<file path="src/rtl/assert_macros.svh">
// Assertion helpers included by the thrust control unit.
// Each macro takes a label, a clock, a reset, a condition and a consequence.
`ifndef ASSERT_MACROS_SVH
`define ASSERT_MACROS_SVH
`ifndef SYNTHESIS
// The consequence must hold in the same cycle as the condition.
`define ASSERT_IMP(lbl, clk, rst, ante, cons) \
   lbl: assert property (@(posedge clk) disable iff (rst) (ante) |-> (cons)) \
      else $error("assertion failed");
// The consequence must hold in the cycle after the condition.
`define ASSERT_NXT(lbl, clk, rst, ante, cons) \
   lbl: assert property (@(posedge clk) disable iff (rst) (ante) |=> (cons)) \
      else $error("assertion failed");
`else
`define ASSERT_IMP(lbl, clk, rst, ante, cons)
`define ASSERT_NXT(lbl, clk, rst, ante, cons)
`endif
`endif

</file>
<file path="src/rtl/aptc_pkg.sv">
package aptc_pkg;

   // Configuration port geometry and register indexes.
   localparam int CSR_IDX_W  = 3;
   localparam int CSR_DATA_W = 32;
   localparam logic [CSR_IDX_W-1:0] CSR_GAIN_POSITION  = 3'd0;
   localparam logic [CSR_IDX_W-1:0] CSR_GAIN_VELOCITY  = 3'd1;
   localparam logic [CSR_IDX_W-1:0] CSR_GAIN_INTEGRAL  = 3'd2;
   localparam logic [CSR_IDX_W-1:0] CSR_DESCENT_LIMIT  = 3'd3;
   localparam logic [CSR_IDX_W-1:0] CSR_ASCENT_LIMIT   = 3'd4;
   localparam logic [CSR_IDX_W-1:0] CSR_VEHICLE_MASS   = 3'd5;
   localparam logic [CSR_IDX_W-1:0] CSR_SAMPLE_PERIOD  = 3'd6;

   // Shared restoring divider geometry.
   localparam int DIV_REM_W = 34;
   localparam int DIV_DVD_W = 51;
   localparam int DIV_CNT_W = 6;
   localparam logic [DIV_CNT_W-1:0] DIV_STEPS_LIMIT = 6'd48;
   localparam logic [DIV_CNT_W-1:0] DIV_STEPS_ACCEL = 6'd51;

   // Fixed-point constants.
   localparam logic signed [63:0] GRAVITY_Q16 = 64'sd642908;
   localparam logic [64:0] TERM_CAP  = 65'h1 << 60;
   localparam logic [DIV_DVD_W-1:0] QUOT_CAP = 51'h1 << 50;
   localparam logic signed [63:0] INTEG_MAX = (64'sd1 <<< 47) - 64'sd1;
   localparam logic signed [63:0] INTEG_MIN = -(64'sd1 <<< 47);

   typedef struct packed {
      logic                 start;
      logic [DIV_CNT_W-1:0] steps;
   } aptc_div_ctl_type;

   typedef struct packed {
      logic busy;
      logic done;
   } aptc_div_stat_type;

   typedef enum logic [4:0] {
      S_IDLE, S_LIM_ASC, S_LIM_ASC_WAIT, S_LIM_DSC, S_LIM_DSC_WAIT,
      S_IH, S_IL, S_PH, S_PL, S_VH, S_VL, S_GH, S_GL,
      S_WW, S_ZZ, S_XX, S_YY, S_SUMB, S_DEN, S_DIV, S_DIV_WAIT,
      S_CLAMP, S_TH, S_TL, S_TFIN
   } aptc_state_type;

endpackage

</file>
<file path="src/rtl/aptc_divider.sv">
module aptc_divider (
   input  logic                                clock,
   input  logic                                reset,
   input  aptc_pkg::aptc_div_ctl_type          ctl,
   input  logic [aptc_pkg::DIV_REM_W-1:0]      divisor,
   input  logic [aptc_pkg::DIV_REM_W-1:0]      init_rem,
   input  logic [aptc_pkg::DIV_DVD_W-1:0]      dividend,
   output aptc_pkg::aptc_div_stat_type         stat,
   output logic [aptc_pkg::DIV_DVD_W-1:0]      quotient
);
   import aptc_pkg::*;

   logic [DIV_REM_W-1:0] rem_ff, rem_in, dsr_ff, dsr_in;
   logic [DIV_DVD_W-1:0] dvd_ff, dvd_in, quo_ff, quo_in;
   logic [DIV_CNT_W-1:0] cnt_ff, cnt_in;
   logic                 busy_ff, busy_in, done_ff, done_in;
   logic [DIV_REM_W:0]   shifted;
   logic                 fits;

   // One quotient bit per cycle: shift in the next dividend bit, subtract if it fits.
   always_comb begin
      shifted = {rem_ff, dvd_ff[DIV_DVD_W-1]};
      fits    = shifted >= {1'b0, dsr_ff};
      rem_in  = rem_ff;
      dsr_in  = dsr_ff;
      dvd_in  = dvd_ff;
      quo_in  = quo_ff;
      cnt_in  = cnt_ff;
      busy_in = busy_ff;
      done_in = 1'b0;
      if (ctl.start) begin
         rem_in  = init_rem;
         dsr_in  = divisor;
         dvd_in  = dividend;
         quo_in  = '0;
         cnt_in  = ctl.steps;
         busy_in = 1'b1;
      end else if (busy_ff) begin
         if (fits) begin
            rem_in = DIV_REM_W'(shifted - {1'b0, dsr_ff});
         end else begin
            rem_in = shifted[DIV_REM_W-1:0];
         end
         dvd_in = {dvd_ff[DIV_DVD_W-2:0], 1'b0};
         quo_in = {quo_ff[DIV_DVD_W-2:0], fits};
         cnt_in = cnt_ff - 1'b1;
         if (cnt_ff == DIV_CNT_W'(1)) begin
            busy_in = 1'b0;
            done_in = 1'b1;
         end
      end
   end

   // Control state.
   always_ff @(posedge clock) begin
      if (reset) begin
         busy_ff <= 1'b0;
         done_ff <= 1'b0;
         cnt_ff  <= '0;
      end else begin
         busy_ff <= busy_in;
         done_ff <= done_in;
         cnt_ff  <= cnt_in;
      end
   end

   // Datapath registers.
   always_ff @(posedge clock) begin
      rem_ff <= rem_in;
      dsr_ff <= dsr_in;
      dvd_ff <= dvd_in;
      quo_ff <= quo_in;
   end

   assign stat.busy = busy_ff;
   assign stat.done = done_ff;
   assign quotient  = quo_ff;
endmodule

</file>
<file path="config.mk">
export PLATFORM = sky130hd
export DESIGN_NAME = aptc_divider
export DESIGN_NICKNAME = d
export VERILOG_FILES = /design/src/rtl/assert_macros.svh /design/src/rtl/aptc_pkg.sv /design/src/rtl/aptc_divider.sv
export SDC_FILE = /design/constraint.sdc
export NUM_CORES = 1
export LEC_CHECK = 0
export BUFFER_PORTS_ARGS = -buffer_cell sky130_fd_sc_hd__buf_2
export CORE_MARGIN = 2
export CORE_UTILIZATION = 56
export DETAILED_ROUTE_END_ITERATION = 16
export PLACE_DENSITY = 0.81
export SLEW_MARGIN = 20
export SYNTH_ARGS = -nofsm -noshare
export SYNTH_HDL_FRONTEND = slang
export SYNTH_SLANG_ARGS = --single-unit
</file>
<file path="constraint.sdc">
create_clock -name clock -period 3.12 [get_ports clock]
set_input_delay 0.312 -clock clock [delete_from_list [all_inputs] [get_ports clock]]
set_output_delay 0.312 -clock clock [all_outputs]
set_load 0.03 [all_outputs]
</file>
Word level (Yosys, flattened, before mapping)
Index checks and enable logic that the tools add are counted.

word-level totals
  bits in registers = 178
  bits of input ports = 128
  word-level logic and storage cells = 25

cells by class
  $add $sub $neg = 2
  order comparisons = 1
  equality and inequality tests = 1
  muxes and demuxes = 11
  bitwise gates (word level) = 1
  reductions and logical operators = 2

operator list
  kind                                                                 count
  34-bit 2-to-1 mux                                                    3
  51-bit 2-to-1 mux                                                    2
  35-bit by 34-bit greater-or-equal comparator with 1-bit output       1
  34-bit subtractor                                                    1
  6-bit 2-to-1 mux                                                     2
  6-bit by 1-bit == test with 1-bit output (second input constant)     1
  6-bit by 1-bit subtractor with 6-bit output (second input constant)  1
  1-bit 2-to-1 mux                                                     4
  3-bit OR reduction                                                   1
  2-bit nonzero test                                                   1
  1-bit NOT                                                            1

Longest topological paths before layout
  depth in word-level cells = 4
  mapped depth = 12

Worst setup path before layout
OpenSTA, ideal clock, no wires.

  path kind = register -> register
  start = reg busy_ff
  end = reg dvd_ff[0], enable pin
  library setup time = 0.407 ns
  arrival = 2.465 ns
  required time = 2.713 ns
  slack = 0.248 ns
  cell stages (with the launch flop) = 5
  path buffers = 3
  clock period less this slack = 2.872 ns
  cell sequence = dfxtp_1 clkbuf_1 clkbuf_1 buf_1 or2_2

between the ends
  word-level cells in the longest chain between the ends = 1

ends and longest elaborated chain
  element                              line                text
  start: declaration                   aptc_divider.sv:16  logic busy_ff, busy_in, done_ff, done_in;
  start signal: assignment             aptc_divider.sv:61  busy_ff <= busy_in;
  2-bit nonzero test (no source line)  n/a
  end signal: assignment               aptc_divider.sv:71  dvd_ff <= dvd_in;
  end: declaration                     aptc_divider.sv:14  logic [DIV_DVD_W-1:0] dvd_ff, dvd_in, quo_ff, quo_in;

Every way passes these cells.
A chain may end at the register's enable or synchronous reset.

Final worst setup path
  start = reg dsr_ff[0]
  end = reg rem_ff[24], data pin

between the ends
  word-level cells in the longest chain between the ends = 4
  elaborated cells between the ends (all ways) = 5

ends and longest elaborated chain
  element                                                                                              line                                    text
  start: declaration                                                                                   aptc_divider.sv:13                      logic [DIV_REM_W-1:0] rem_ff, rem_in, dsr_ff, dsr_in;
  start signal: assignment                                                                             aptc_divider.sv:70                      dsr_ff <= dsr_in;
  34-bit subtractor or 35-bit by 34-bit greater-or-equal comparator with 1-bit output (tied branches)  aptc_divider.sv:40, aptc_divider.sv:23
  34-bit 2-to-1 mux *                                                                                  aptc_divider.sv:39                      if (fits) begin
  34-bit 2-to-1 mux *                                                                                  aptc_divider.sv:38                      end else if (busy_ff) begin
  34-bit 2-to-1 mux *                                                                                  aptc_divider.sv:31                      if (ctl.start) begin
  via rem_in[24]                                                                                       aptc_divider.sv:13
  end signal: assignment                                                                               aptc_divider.sv:69                      rem_ff <= rem_in;
  end: declaration                                                                                     aptc_divider.sv:13

Mark *: on every way through the listed nets, which the timed path passes. The rest lies on a longest branch. The select of a mux whose other input is x is not followed.

==> flow_metrics.tcl <==
set metrics [dict create \
    finalWeightedCongestion 0.929 \
    p_leak_nw 4.65 \
    drt-initial-drc-count 647 \
    synth.top_cell.area_share 0.381 \
    cts_buffers 17 \
    setup-violations-final 0 \
    ir_drop_mv 0.460 \
    grt_antenna_before_repair 4 \
    clock_insertion_delay_worst_skew_ns 0.43 \
    min_period_over_period 0.957 \
    worst_ep_required_time_ns 3.29 \
    worst_setup_hold_path_clk_slew_ns 0.08 \
    postPlaceCellArea_mm2 0.0105 \
    initial_core_util 0.570 \
    timing.max_slew.rel_slack 0.372 \
    finalMaxSlewViolations 0 \
    number_of_global_route_vias_before_repair 7246 \
    die_height_um 133 \
    worst_path_maximum_fanout 6 \
    global_route.usage.total 0.254 \
    die_w_um 133 \
    worst_pin_slew_ns 0.942 \
    drc 0 \
    startpoint_type "flop" \
    synth_cell_types 75 \
    grt-busiest-layer "met2" \
    root_buffer "clkbuf_16" \
    synth_register_bits 178 \
    synthFlopType "edfxtp_1" \
    clock_skew_ns 0.0115 \
    post_synth_instance_area_mm2 0.00938 \
    routed_wirelength_mm 21.9 \
    grt_max_degree 91 \
    number_of_top_level_pins 181 \
    status "completed" \
    yosysTopAreaCell "edfxtp_1" \
    nets 1191 \
    die_area_mm2 0.0178 \
    crit_path_category "flop to flop" \
    postSynthNetCount 1015 \
    grt_first_pass_wirelength_mm 36.0 \
    power.density_cell_area_mw_per_mm2 669 \
    placement_rows 47 \
    routed_wire_length_per_instance_um 17.4 \
    grtUsageMet2 0.422 \
    fmax_ghz 0.335 \
    layout-drive-gt1-share 0.303 \
    fin_crit_ns 2.99 \
    fin_total_pwr_w 0.00743 \
    synth_edf_count 119 \
    design_area_mm2 0.0111 \
    worstPathArrival_ns 3.16 \
    synth-warning-count 0 \
    synth_area_leaders "edfxtp_1 (38%), dfxtp_1 (13%), mux2_2 (6.0%)" \
    core_area_mm2 0.0165 \
    cp-end-kind "flop" \
    areaGrowthSynthToFinish_pct 18.4 \
    cts_htree_levels 4 \
    synthesis.instances 850 \
    grt-ovfl-total 0 \
    synth_commonest_cells "edfxtp_1 (119), nor2_1 (96), dfxtp_1 (59)" \
    grt.met1_usage 0.317 \
    grt_setup_unrepaired "false" \
    grtUsageMet3 0.0921 \
    seq_area_frac_synth 0.507 \
    synth-async-reset-ratio 0 \
    min_path_type "primary input to flop" \
    postCtsSetupRepairBufs 0 \
    vias 7208 \
    detail_route.vias_per_cell 5.72 \
    hpwlAfterDp_mm 15.5 \
    detailedRoute.firstPassIterationCount 6 \
    finalHoldViolCount 0 \
    final_total_negative_setup_slack_ns 0 \
    clock-sinks 178 \
    timing.max_cap.violations 0 \
    clk_path_buf_depth 2 \
    cts_tree "done" \
    avgSynthCellArea_um2 11.0 \
    final_antenna_net_count 0 \
    synth.most_common_cell "edfxtp_1" \
    port-buffer-count 180 \
]
[cell families (layout without fill, tap and decap cells)]
group                    count (synthesis)  after routing  synth area share
AND/OR/NAND/NOR                        227            227             0.114
flip-flops                             178            178             0.507
XOR/XNOR                                33             33            0.0308
adder cells (fa/ha/maj)                 37             37            0.0502
multiplexers                           100            100             0.113
buffers and inverters                   92            281            0.0438
other                                    0              2                 0
AO/OA/AOI/OAI                          183            183             0.140
[flip-flops by register name, summed over array words and instances (netlist names)]
| register | count |
|---|---|
| cnt_ff | 6 |
| quotient | 51 |
| busy_ff | 1 |
| done_ff | 1 |
| dvd_ff | 51 |
| rem_ff | 34 |
| dsr_ff | 34 |
[path summary, 6_finish.rpt]
path                                   from                        end  slack [ns]  cells after the start
setup / recovery        dsr_ff[0]$_DFFE_PP_       rem_ff[24]$_DFFE_PP_        0.13                     10
hold / removal                   divisor[5]        dsr_ff[5]$_DFFE_PP_        0.05                      1
setup reg to reg        dsr_ff[0]$_DFFE_PP_       rem_ff[24]$_DFFE_PP_        0.13                     10
hold reg to reg   quotient[21]$_SDFFE_PP0P_  quotient[22]$_SDFFE_PP0P_        0.52                      2
[layer usage]
metal | vias up | routed length [µm]
li1 | 3501 | -
met1 | 3388 | 9160
met2 | 281 | 10500
met3 | 36 | 1960
met4 | 2 | 269
met5 | - | 12
[repair_timing]
item,4_1_cts,5_1_grt
gates resized for setup,0,2
hold buffers,0,0
endpoints found under the setup margin,0,12
[layout by cell type, fill, tap and decap left out, types with 10 or more instances in the layout]
| cell | count |
|---|---|
| nand2b_1 | 10 |
| buf_2 | 179 |
| a21o_1 | 11 |
| nand3_1 | 19 |
| o21ai_0 | 30 |
| xnor2_1 | 26 |
| mux2i_1 | 50 |
| a31oi_1 | 14 |
| clkbuf_16 | 17 |
| a21oi_1 | 44 |
| nand2_1 | 43 |
| buf_4 | 23 |
| mux2_2 | 50 |
| dfxtp_1 | 58 |
| inv_1 | 44 |
| nor2_1 | 96 |
| ha_1 | 36 |
| nand4_1 | 14 |
| edfxtp_1 | 119 |
[through the flow]
stage / utilization / hold slack [ns] / worst slack, ns / cells
floorplan: - / 0.411 / 0.248 / 850
global placement: 0.639 / 0.469 / 0.181 / 1227
detailed placement: 0.639 / 0.490 / 0.123 / 1227
CTS: 0.673 / 0.0385 / 0.122 / 1259
global route: 0.674 / 0.0340 / 0.0238 / 1259
finish: 0.674 / 0.0503 / 0.134 / 1261
[critical path: stages, from the launching register on]
cell	delay, ns
edfxtp_1	0.38
ha_1	0.24
fa_1	0.40
nand2b_1	0.18
a21oi_1	0.24
o211a_4	0.24
o21ai_2	0.12
o21ba_2	0.24
o21ai_0	0.26
xor2_1	0.11
a221o_1	0.32
[power breakdown]
| group | internal (W) | total [W] | switching, W | leakage [nW] |
|---|---|---|---|---|
| combinational | 0.00101 | 0.00241 | 0.00139 | 2.70 |
| sequential | 0.00284 | 0.00296 | 0.000121 | 1.67 |
| clock | 0.00107 | 0.00206 | 0.000995 | 0.281 |
[layout make-up]
type | instances | area [µm²]
well taps | 220 | 275
flip-flops and latches | 178 | 4760
clock buffers | 18 | 429
inverters | 45 | 169
repair buffers | 204 | 1100
clock inverters | 14 | 143
multi-input cells | 580 | 4230
diodes | 2 | 5.00
fillers | 1275 | 5360
(Power assumes the default switching activity.)
